## config.mk

```make
export PLATFORM = sky130hd
export DESIGN_NAME = rpc_front
export DESIGN_NICKNAME = d
export VERILOG_FILES = /design/src/rtl/rpc_pkg.sv /design/src/rtl/rpc_front.sv
export SDC_FILE = /design/constraint.sdc
export NUM_CORES = 1
export LEC_CHECK = 0
export BUFFER_PORTS_ARGS = -buffer_cell sky130_fd_sc_hd__buf_2
export CAP_MARGIN = 20
export CORE_UTILIZATION = 46
export DETAILED_ROUTE_END_ITERATION = 8
export GPL_TIMING_DRIVEN = 0
export PLACE_DENSITY = 0.8
export SLEW_MARGIN = 20
export SYNTH_ARGS = -nofsm -noshare
export SYNTH_HDL_FRONTEND = slang
export SYNTH_SLANG_ARGS = --single-unit
```

## constraint.sdc

```tcl
create_clock -name clk -period 5 [get_ports clk]
set_input_delay 0.5 -clock clk [delete_from_list [all_inputs] [get_ports clk]]
set_output_delay 0.5 -clock clk [all_outputs]
set_load 0.02 [all_outputs]
```

## src/rtl/rpc_pkg.sv

```systemverilog
`timescale 1ns / 1ps
// Shared types and constants for the ray / polygon crossing counter.
// No dependencies; imported by every module of the block.
package rpc_pkg;

  // Configuration register indexes
  localparam int CFG_IDX_W = 2;
  localparam logic [CFG_IDX_W-1:0] REG_ORIGIN_X = 2'd0;
  localparam logic [CFG_IDX_W-1:0] REG_ORIGIN_Y = 2'd1;
  localparam logic [CFG_IDX_W-1:0] REG_DIR_X    = 2'd2;
  localparam logic [CFG_IDX_W-1:0] REG_DIR_Y    = 2'd3;

  // Depth of the job queue between front and back (power of two)
  localparam int QUEUE_DEPTH = 4;

  // Number of pipeline stages inside one edge test lane
  localparam int EDGE_STAGES = 4;

  // Control flags that travel with each vertex job
  typedef struct packed {
    logic has_edge;  // an edge from the previous vertex ends here
    logic last;      // closing edge is tested and the count is emitted
  } job_flags_t;

endpackage

```

## src/rtl/rpc_front.sv

```systemverilog
`timescale 1ns / 1ps
// Front end: accepts vertex beats, tracks first and previous vertex,
// and turns each vertex into one edge-test job. Depends on rpc_pkg.
module rpc_front
  import rpc_pkg::*;
#(
  parameter int COORD_BITS = 16
) (
  input  logic                        clk,
  input  logic                        rst_n,
  input  logic                        in_valid,
  output logic                        in_ready,
  input  logic signed [COORD_BITS-1:0] vertex_x,
  input  logic signed [COORD_BITS-1:0] vertex_y,
  input  logic                        last_vertex,
  input  logic                        q_full,
  output logic                        push,
  // {first_y, first_x, cur_y, cur_x, prev_y, prev_x}, prev_x lowest
  output logic [6*COORD_BITS-1:0]     job_coords,
  output job_flags_t                  job_flags
);

  logic signed [COORD_BITS-1:0] first_x_r, first_y_r, prev_x_r, prev_y_r;
  logic signed [COORD_BITS-1:0] first_x_nxt, first_y_nxt;
  logic                         have_r, have_nxt;

  assign in_ready = !q_full;
  assign push     = in_valid && in_ready;

  // First vertex of a polygon also closes onto itself
  assign first_x_nxt = have_r ? first_x_r : vertex_x;
  assign first_y_nxt = have_r ? first_y_r : vertex_y;
  assign have_nxt    = !last_vertex;

  assign job_coords = {first_y_nxt, first_x_nxt, vertex_y, vertex_x, prev_y_r, prev_x_r};
  assign job_flags  = '{has_edge: have_r, last: last_vertex};

  // Vertex tracking; coordinates need no reset
  always_ff @(posedge clk) begin
    if (push) begin
      first_x_r <= first_x_nxt;
      first_y_r <= first_y_nxt;
      prev_x_r  <= vertex_x;
      prev_y_r  <= vertex_y;
    end
  end

  always_ff @(posedge clk) begin
    if (!rst_n) begin
      have_r <= 1'b0;
    end else if (push) begin
      have_r <= have_nxt;
    end
  end

endmodule

```

Word level (Yosys, flattened, before mapping) --
Cells that the tools add are included.
Operators by class: shift-type cells 0, bitwise gates (word level) 0, multipliers 0, multiplexer cells 2, reduce and logical (&&, ||, !) cells 3, $add $sub $neg 0, div/mod/pow operators 0, magnitude comparators 0, equality and inequality tests 0
Operator list (number):
- 16-bit two-way mux | 2
- 1-bit zero test | 2
- 1-bit logical AND | 1
Word-level totals: memories 0, output and inout bits 100, bits in read-only memories 0, memory bits (writable) 0, word-level logic and storage cells 10, input bits 37, flip-flop bits (word level) 65, latch bits 0

Longest topological paths before layout --
depth after elaboration 2, mapped depth 3, depth with buffers taken out 2

Worst setup path after synthesis --
No wires, ideal clock.
kind input to register, start input q_full, end register first_x_r[0], enable pin, stages on the path 1, library setup time 509 ps, path slack 838 ps, arrival time 3653 ps, required time 4491 ps, buffers on the path 0, path through nor2b_1
Between the ends: word-level cells in the longest chain between the ends 2
RTL lines:
- start, declared | line rpc_front.sv:16 | input logic q_full,
- 1-bit zero test | line rpc_front.sv:27 | assign in_ready = !q_full;
- 1-bit logical AND | line rpc_front.sv:28 | assign push = in_valid && in_ready;
- end signal, assigned | line rpc_front.sv:41 | first_x_r <= first_x_nxt;
- end, declared | line rpc_front.sv:23 | logic signed [COORD_BITS-1:0] first_x_r, first_y_r, prev_x_r, prev_y_r;
Every way passes these cells. A chain may end at the register's enable or synchronous reset.

Final worst setup path --
start register have_r, end output job_coords[75]
Between the ends: word-level cells in the longest chain between the ends 1
RTL lines:
- start, declared | line rpc_front.sv:25 | logic have_r, have_nxt;
- start signal, assigned | line rpc_front.sv:52 | have_r <= have_nxt;
- 16-bit two-way mux | line rpc_front.sv:31 | assign first_x_nxt = have_r ? first_x_r : vertex_x;
- end, declared | line rpc_front.sv:19 | output logic [6*COORD_BITS-1:0] job_coords,
Every way passes these cells.

==> impl_metrics.json <==
{
  "status": "finished, final reports clean",
  "fin_cells": 365,
  "cts_resized": 0,
  "m1WireLength_um": 2070,
  "wl_met2_um": 2310,
  "clk_pin_slew_ns": 0.07,
  "synth_area_um2": 2770,
  "end_kind": "primary output",
  "syn_area_per_cell_um2": 19.9,
  "initial_utilization": 0.490,
  "ys_seq_elements": 65,
  "synth_cells": 139,
  "antenna_found_initial": 0,
  "syn_nets": 176,
  "critPathKind": "reg -> out",
  "synth_area_leaders": "edfxtp_1, mux2_4, buf_4",
  "die_h_um": 79.5,
  "grt-ovfl-total": 0,
  "min_period_ns": 1.96,
  "io_pins": 137,
  "fp.dieW_um": 79.5,
  "grt_max_degree": 30,
  "vias": 1662,
  "cp_cell_sequence": "buf_6 -> buf_12 -> mux2_4 -> buf_2",
  "hpwl_um": 3710,
  "p_leak_nw": 1.70,
  "grt_pass1_vias": 1592,
  "cts.htree.levels": 3,
  "clock-skew-final_ns": 0.00368,
  "finalSetupViolCount": 0,
  "post-route-period-util": 0.392,
  "slew_violations": 0,
  "drt_iter0_drc": 45,
  "worst_pin_slew_ns": 0.438,
  "wl_met3_um": 619,
  "first_pass_iters": 4,
  "final_common_cell": "buf_2",
  "top_layer_used": "met4",
  "areaGrowthSynthToFinish_pct": 36.3,
  "critPathRequiredTime_ns": 4.50,
  "hold_viol": 0,
  "hold_path_class": "in -> reg",
  "grt_pass1_wl_um": 7560,
  "grt_util_all_layers": 0.168,
  "drc_errors": 0,
  "nets": 325,
  "start_kind": "register",
  "antenna_left": 0,
  "finalWirelength_um": 5090,
  "fp.dieArea_um2": 6330,
  "slowest_stage": "dfxtp_1",
  "tns_ns": 0,
  "gp_congestion": 0.709,
  "cts_root_buf": "clkbuf_8",
  "n_antenna_cell": 0,
  "cpPeakStageDelay_ns": 0.34,
  "max_clock_freq_ghz": 0.511,
  "crit_family": "buffers and inverters",
  "dp_cells": 349,
  "power_mw": 1.29,
  "maxCapViolCount": 0,
  "p_per_area_nw_per_um2": 343,
  "slew_headroom": 0.707,
  "clockBufferDepth": 2,
  "yosys_warnings": 0,
  "core_um2": 5640,
  "critical_path.max_fanout": 10,
  "clkSinkCount": 65,
  "synthDominantCellAreaShare": 0.695,
  "rsz0062_at_grt": "false",
  "critPathArrivalTime_ns": 1.46,
  "layout_common_cells": "buf_2, edfxtp_1, buf_4",
  "wire_per_inst_um": 14.0,
  "port_buffers": 136,
  "ys_seq_area_frac": 0.702,
  "cts_buffers": 9,
  "rows": 27,
  "final_layout_size_suffix_gt1_frac": 0.754,
  "cts_hold_buf": 0,
  "cts_tree": "built",
  "worst-path-buf-inv": 3,
  "synth_top_cell_by_area": "edfxtp_1",
  "vdd_drop_max_mv": 0.226,
  "cts_setup_buffers": 0,
  "routed_via_density": 4.55,
  "clk_latency_ns": 0.33,
  "synth.distinct_cells": 11
}
-- through the flow --
step / instance area, µm² / utilization / hold WS [ns] / setup slack, ns
2_1_floorplan: 2770 / - / 0.596 / 0.838
3_3_place_gp: 3540 / 0.627 / 0.546 / -0.650
3_5_place_dp: 3590 / 0.637 / 0.551 / 3.23
4_1_cts: 3770 / 0.668 / 0.353 / 3.01
6_report: 3770 / 0.668 / 0.371 / 3.04
5_1_grt: 3770 / 0.668 / 0.353 / 2.97
-- synth_stat cells (all sizes together) --
| cell | instances |
|---|---|
| nor2b | 1 |
| edfxtp | 64 |
| mux2 | 32 |
| o211a | 1 |
| inv | 1 |
| dfxtp | 1 |
| buf | 38 |
| nand3b | 1 |
-- flip-flops by register name, summed over array words and instances, names as in the netlist --
name,cells
first_x_r,16
first_y_r,16
have_r,1
prev_x_r,16
prev_y_r,16
-- area by class of cell --
type	instances	area [µm²]
fillers	395	1870
clock buffers	12	135
repair buffers	138	728
clock inverters	4	43.8
flip-flops and latches	65	1940
plain buffers	38	327
multi-input cells	35	500
well taps	72	90.1
inverters	1	3.75
-- per-layer routing --
metal,track usage,vias up
met1,0.182,757
met2,0.270,116
met3,0.0800,7
met5,0,-
met4,0.0873,0
li1,-,782
-- path summary, 6_finish.rpt --
check / startpoint / endpoint / slack [ns] / depth (start not counted)
setup reg to reg: have_r / first_x_r[12] / 3.78 / 3
hold reg to reg: first_x_r[0] / first_x_r[0] / 0.56 / 1
setup / recovery: have_r / job_coords[75] / 3.04 / 4
hold / removal: vertex_x[2] / prev_x_r[2] / 0.37 / 1
-- power breakdown --
group	switching, mW	leakage [nW]	internal, mW
clock network	0.181	0.0918	0.227
registers	0.00751	0.609	0.637
logic	0.135	1.00	0.105
total	0.323	1.70	0.970
-- cells by family after synthesis --
logic type             count (synthesis)  synth area share
AOI/OAI and AO/OA                      1           0.00362
and+or+nand+nor                        2           0.00498
muxes                                 32             0.170
DFF                                   65             0.702
buffers and inverters                 39             0.119
No activity file was read; power rests on OpenSTA's default activity.
