File: config.mk
export PLATFORM = sky130hd
export DESIGN_NAME = rpc_queue
export DESIGN_NICKNAME = d
export VERILOG_FILES = /design/src/rtl/rpc_pkg.sv /design/src/rtl/rpc_queue.sv
export SDC_FILE = /design/constraint.sdc
export NUM_CORES = 1
export LEC_CHECK = 0
export BUFFER_PORTS_ARGS = -buffer_cell sky130_fd_sc_hd__buf_2
export CAP_MARGIN = 20
export CORE_ASPECT_RATIO = 0.75
export CORE_MARGIN = 2
export CORE_UTILIZATION = 50
export CTS_CLUSTER_DIAMETER = 100
export CTS_CLUSTER_SIZE = 25
export DETAILED_ROUTE_END_ITERATION = 8
export GPL_TIMING_DRIVEN = 0
export PLACE_DENSITY = 0.73
export SYNTH_ARGS = -nofsm -noshare
export SYNTH_HDL_FRONTEND = slang
export SYNTH_SLANG_ARGS = --single-unit
File: constraint.sdc
create_clock -name clk -period 1.4 [get_ports clk]
set_input_delay 0 -clock clk [delete_from_list [all_inputs] [get_ports clk]]
set_output_delay 0 -clock clk [all_outputs]
set_load 0.01 [all_outputs]
File: src/rtl/rpc_pkg.sv
`timescale 1ns / 1ps
// Shared types and constants for the ray / polygon crossing counter.
// No dependencies; imported by every module of the block.
package rpc_pkg;

  // Configuration register indexes
  localparam int CFG_IDX_W = 2;
  localparam logic [CFG_IDX_W-1:0] REG_ORIGIN_X = 2'd0;
  localparam logic [CFG_IDX_W-1:0] REG_ORIGIN_Y = 2'd1;
  localparam logic [CFG_IDX_W-1:0] REG_DIR_X    = 2'd2;
  localparam logic [CFG_IDX_W-1:0] REG_DIR_Y    = 2'd3;

  // Depth of the job queue between front and back (power of two)
  localparam int QUEUE_DEPTH = 4;

  // Number of pipeline stages inside one edge test lane
  localparam int EDGE_STAGES = 4;

  // Control flags that travel with each vertex job
  typedef struct packed {
    logic has_edge;  // an edge from the previous vertex ends here
    logic last;      // closing edge is tested and the count is emitted
  } job_flags_t;

endpackage

File: src/rtl/rpc_queue.sv
`timescale 1ns / 1ps
// Small job queue between front and back ends.
// Register file with read and write pointers. Depends on rpc_pkg.
module rpc_queue
  import rpc_pkg::*;
#(
  parameter int WIDTH = 8,
  parameter int DEPTH = 4
) (
  input  logic             clk,
  input  logic             rst_n,
  input  logic             push,
  input  logic [WIDTH-1:0] wr_data,
  input  logic             pop,
  output logic [WIDTH-1:0] rd_data,
  output logic             full,
  output logic             empty
);

  localparam int AW   = $clog2(DEPTH);
  localparam int CNTW = $clog2(DEPTH + 1);

  logic [WIDTH-1:0] mem_r [DEPTH];
  logic [AW-1:0]    wr_ptr_r, rd_ptr_r;
  logic [CNTW-1:0]  cnt_r, cnt_nxt;

  assign full    = (cnt_r == CNTW'(DEPTH));
  assign empty   = (cnt_r == '0);
  assign rd_data = mem_r[rd_ptr_r];

  always_comb begin
    cnt_nxt = cnt_r;
    if (push && !pop) begin
      cnt_nxt = cnt_r + CNTW'(1);
    end else if (pop && !push) begin
      cnt_nxt = cnt_r - CNTW'(1);
    end
  end

  // Storage
  always_ff @(posedge clk) begin
    if (push) begin
      mem_r[wr_ptr_r] <= wr_data;
    end
  end

  // Pointers and fill level
  always_ff @(posedge clk) begin
    if (!rst_n) begin
      wr_ptr_r <= '0;
      rd_ptr_r <= '0;
      cnt_r    <= '0;
    end else begin
      if (push) wr_ptr_r <= wr_ptr_r + AW'(1);
      if (pop)  rd_ptr_r <= rd_ptr_r + AW'(1);
      cnt_r <= cnt_nxt;
    end
  end

`ifndef SYNTH
  a_full_not_empty : assert property (@(posedge clk) disable iff (!rst_n)
    full |-> !empty)
    else $error("queue reports full and empty together");

  a_empty_ptrs : assert property (@(posedge clk) disable iff (!rst_n)
    empty |-> (wr_ptr_r == rd_ptr_r))
    else $error("queue empty with pointers apart");

  a_fill_up : assert property (@(posedge clk) disable iff (!rst_n)
    (push && !pop && !full) |=> (cnt_r == $past(cnt_r) + CNTW'(1)))
    else $error("queue fill level did not follow a push");
`endif

endmodule

### Word-level counts from Yosys, hierarchy flattened

Memories as Yosys holds them, arrays and structs flattened. A register that Yosys moved wholly into a read port is not among the register bits.
Cells that the tools add are included.

* input bits: 12
* bits in writable memories: 32
* flip-flop bits (word level): 7
* memories kept: 1
* word-level logic and storage cells: 21
* output and inout bits: 10

* eq/ne operators: 1
* $add $sub $neg: 4
* reduce and logical (&&, ||, !) cells: 6
* muxes and demuxes: 6

Memories
* mem_r: depth 4, width 8, read ports 1, clocked after Yosys merged registers in 1, wr ports 1, RTL line rpc_queue.sv:23 `logic [WIDTH-1:0] mem_r [DEPTH];`

Operators by type and width (number)
* two-way mux 3 bit: 2
* adder 2 x 1 -> 2 bit, second input constant: 2
* two-way mux 2 bit: 2
* adder 3 x 1 -> 3 bit, second input constant: 1
* == test 3 bit, second input constant: 1
* zero test 3 bit: 1
* subtractor 3 x 1 -> 3 bit, second input constant: 1
* logical AND 1 bit: 2
* zero test 1 bit: 2
* two-way mux 1 bit: 2
* nonzero test 2 bit: 1

### Depth between registers and ports, before layout

* depth in word-level cells: 4
* mapped depth: 7

### Worst setup path before layout

No wires, ideal clock.

* kind: reg-to-reg
* from: reg cnt_r[0]
* to: reg cnt_r[2]
* cell stages (with the launch flop): 5
* library setup time: 0.070 ns
* setup slack: 0.007 ns
* data arrival time: 1.323 ns
* cell sequence: dfxtp_1 fa_1 xor2_1 or3_1 a21boi_1

* longest elaborated chain between the ends: 3
* elaborated cells on any way between the ends: 4

RTL lines
* from (decl): RTL line rpc_queue.sv:25 `logic [CNTW-1:0] cnt_r, cnt_nxt;`
* from (signal assigned): RTL line rpc_queue.sv:56 `cnt_r <= cnt_nxt;`
* subtractor 3 x 1 -> 3 bit: RTL line rpc_queue.sv:36 `cnt_nxt = cnt_r - CNTW'(1);`
* two-way mux 3 bit: RTL line rpc_queue.sv:35 `end else if (pop && !push) begin`
* two-way mux 3 bit *: RTL line rpc_queue.sv:33 `if (push && !pop) begin`

Every way passes the cells marked *; elsewhere a longest branch is shown, timed or not. The select of a mux whose other input is x is not followed.
A chain may end at the register's enable or synchronous reset.

### Worst setup path after layout

* from: reg cnt_r[1]
* to: reg cnt_r[2]

The elaborated chain is that of the path after synthesis.

==> impl_metrics.ini <==
[synth]
syn_area_per_cell_um2 = 18.9
syn_inst = 85
synth_area_mm2 = 0.00160
syn-num-nets = 103
yosysWarnings = 0
synth_seq_cells = 41
ys_seq_area_share_pct = 71.2
synth.distinct_cells = 19

[sta]
fin_crit_sh_pct = 105
clock.fmax_mhz = 678
hold_viol_final = 0
clock_skew_ns = 0.00563
max_slew_margin_pct = 72.2
grt_setup_unrepaired = true
final.min_clock_period_ns = 1.48
finalSetupTns_ns = -0.185
finalSetupViolCount = 9
slew_violations = 0
tightest_slew_ns = 0.417
setup_ws_ns = -0.0753

[place]
placed_cells = 144
place_ws_ns = -0.0927
placed_cell_area_mm2 = 0.00176
place_hpwl_um = 1610
io_buffers = 21
gp_congestion = 0.653

[grt]
grt_use_total_pct = 16.8
grt-ovfl-total = 0
grt_pass1_vias = 831
grt_max_degree = 14
antenna_found_initial = 0
grt_pass1_wl_um = 4150

[critical_path]
required_ns = 1.62
path_cells = fa_2 > xor2_2 > or3_1 > a21boi_1
slowest_stage = fa_2
crit_buf_inv = 0
reg2reg_to = cnt_r[2]
ff2ff_setup_slack_ns = -0.08
critical_path_arrival_ns = 1.69
cpLargestDelayFamily = adder cells
crit_path_max_fanout = 3
reg2reg_depth = 4
endpoint_kind = flop
endpoint = cnt_r[2]
slowest_delay_ns = 0.37
cp.depth = 4
worstReg2RegStart = cnt_r[1]
cp-start-kind = flop
path_class = reg2reg
startpoint = cnt_r[1]

[clocking]
clk_latency_ns = 0.29
cts_max_path_buffers = 2
cts_tree = built
clkTransAtPathRegs_ns = 0.07
numCtsBuffers = 5
clock_sinks = 41
htree_num_levels = 2
root_buffer = clkbuf_8

[floorplan]
floorplan.rows = 17
die_w_um = 69.4
core_region_area_mm2 = 0.00300
ios = 22
die_h_um = 53.0
die_area_mm2 = 0.00368
start_util_pct = 53.4

[route]
routedWlPerCell_um = 16.3
vias_per_cell = 5.04
drt_iter0_drc = 98
ant_nets = 0
wl_um = 2680
num_vias = 827
drc_errors = 0
dr.pass1.iters = 4

[power_and_ir_drop]
p_per_area_mw_per_mm2 = 1360
irDropWorstVdd_uv = 1110
power_uw = 2770
p_leak_uw = 0.000759

[final_layout]
nNetsFinal = 143
areaGrowthSynthToFinish_pct = 26.6
layout_common_cells = 32 x edfxtp_1, 17 x buf_2, 8 x mux4_2, 8 x dlygate4sd3_1
final_common_cell = edfxtp_1
stdcell_area_mm2 = 0.00203
antennaDiodeCount = 0
fin_cells = 164
drive_above_1_share_pct = 39.7
nFillCells = 197

[status]
violations = setup timing
status = complete, but fails checks

[run]
maxCapViolCount = 0

[min_path]
hp-class = in2reg
-- cell usage after synthesis --
master    count  area share [%]
nor2b_1       2            0.78
mux4_2        8              11
buf_6         1            0.70
mux2i_1       2             1.2
nor3_1        1            0.31
clkbuf_2      1            0.31
fa_1          1             1.2
edfxtp_1     32              60
nor3b_1       1            0.47
nand2_1       1            0.23
xnor2_1       2             1.1
ha_1          5             3.9
dfxtp_1       9              11
xor2_1        3             1.6
a21boi_1      1            0.47
inv_1         4            0.94
o21ai_0       1            0.31
and2_1        9             3.5
or3_1         1            0.39
-- metrics by stage --
| stage | hold WS, ns | util [%] |
|---|---|---|
| after floorplan | 0.0989 | - |
| after global placement | 0.212 | 58.5 |
| after detailed placement | 0.220 | 58.5 |
| after CTS | 0.0220 | 65.7 |
| after global routing | 0.0152 | 67.7 |
| final | 0.0182 | 67.7 |
-- power by group --
group | total (µW) | internal (µW) | switching (µW) | leakage, µW
logic | 421 | 235 | 185 | 0.000334
clock network | 916 | 529 | 387 | 0.0000552
registers | 1430 | 1390 | 37.5 | 0.000370
-- worst min path at each step --
stage / start / to / cells after the start
detailed placement: wr_data[3] / mem_r[1][3] / 1
CTS: rst_n / cnt_r[1] / 2
global route: rst_n / cnt_r[1] / 2
floorplan: wr_data[0] / mem_r[0][0] / 0
finish: rst_n / cnt_r[1] / 2
global placement: wr_data[5] / mem_r[1][5] / 1
-- what timing repair did --
item	in CTS	in global routing
resized for setup	7	9
setup endpoints to repair	9	30
buffers inserted	0	4
endpoints found under the hold margin	32	0
cloned	0	0
hold buffers	8	0
pin swaps	1	3
-- flip-flops by register name, summed over array words and instances (netlist names), named ones only --
name      count
mem_r        32
cnt_r         3
rd_ptr_r      2
wr_ptr_r      2
-- cells by family after synthesis --
kind of cell / share of synthesized area (%)
mux: 12.5
fa+ha+maj: 5.15
xor+xnor: 2.73
simple gates: 5.70
compound gates: 0.781
buf+inv: 1.95
flops: 71.2
-- metal layers --
metal | routed length, µm | global-route usage [%] | part of all wire [%] | vias to the layer above
met3 | 112 | 6.29 | 4.2 | 7
met1 | 1190 | 20.5 | 44 | 405
met4 | 60 | 9.80 | 2.2 | 0
li1 | - | - | - | 398
met5 | 0 | 0 | 0 | -
met2 | 1320 | 26.0 | 49 | 17
-- area by class of cell --
class	instances	area, µm²	share of cell area (%)
Buffer	2	25.0	1.23
Clock buffer	6	72.6	3.58
Clock inverter	2	35.0	1.73
Inverter	4	15.0	0.740
Multi-Input combinational cell	38	444	21.9
Sequential cell	41	1150	56.7
Tap cell	38	47.5	2.34
Timing Repair Buffer	33	240	11.8
(Power assumes the default switching activity.)
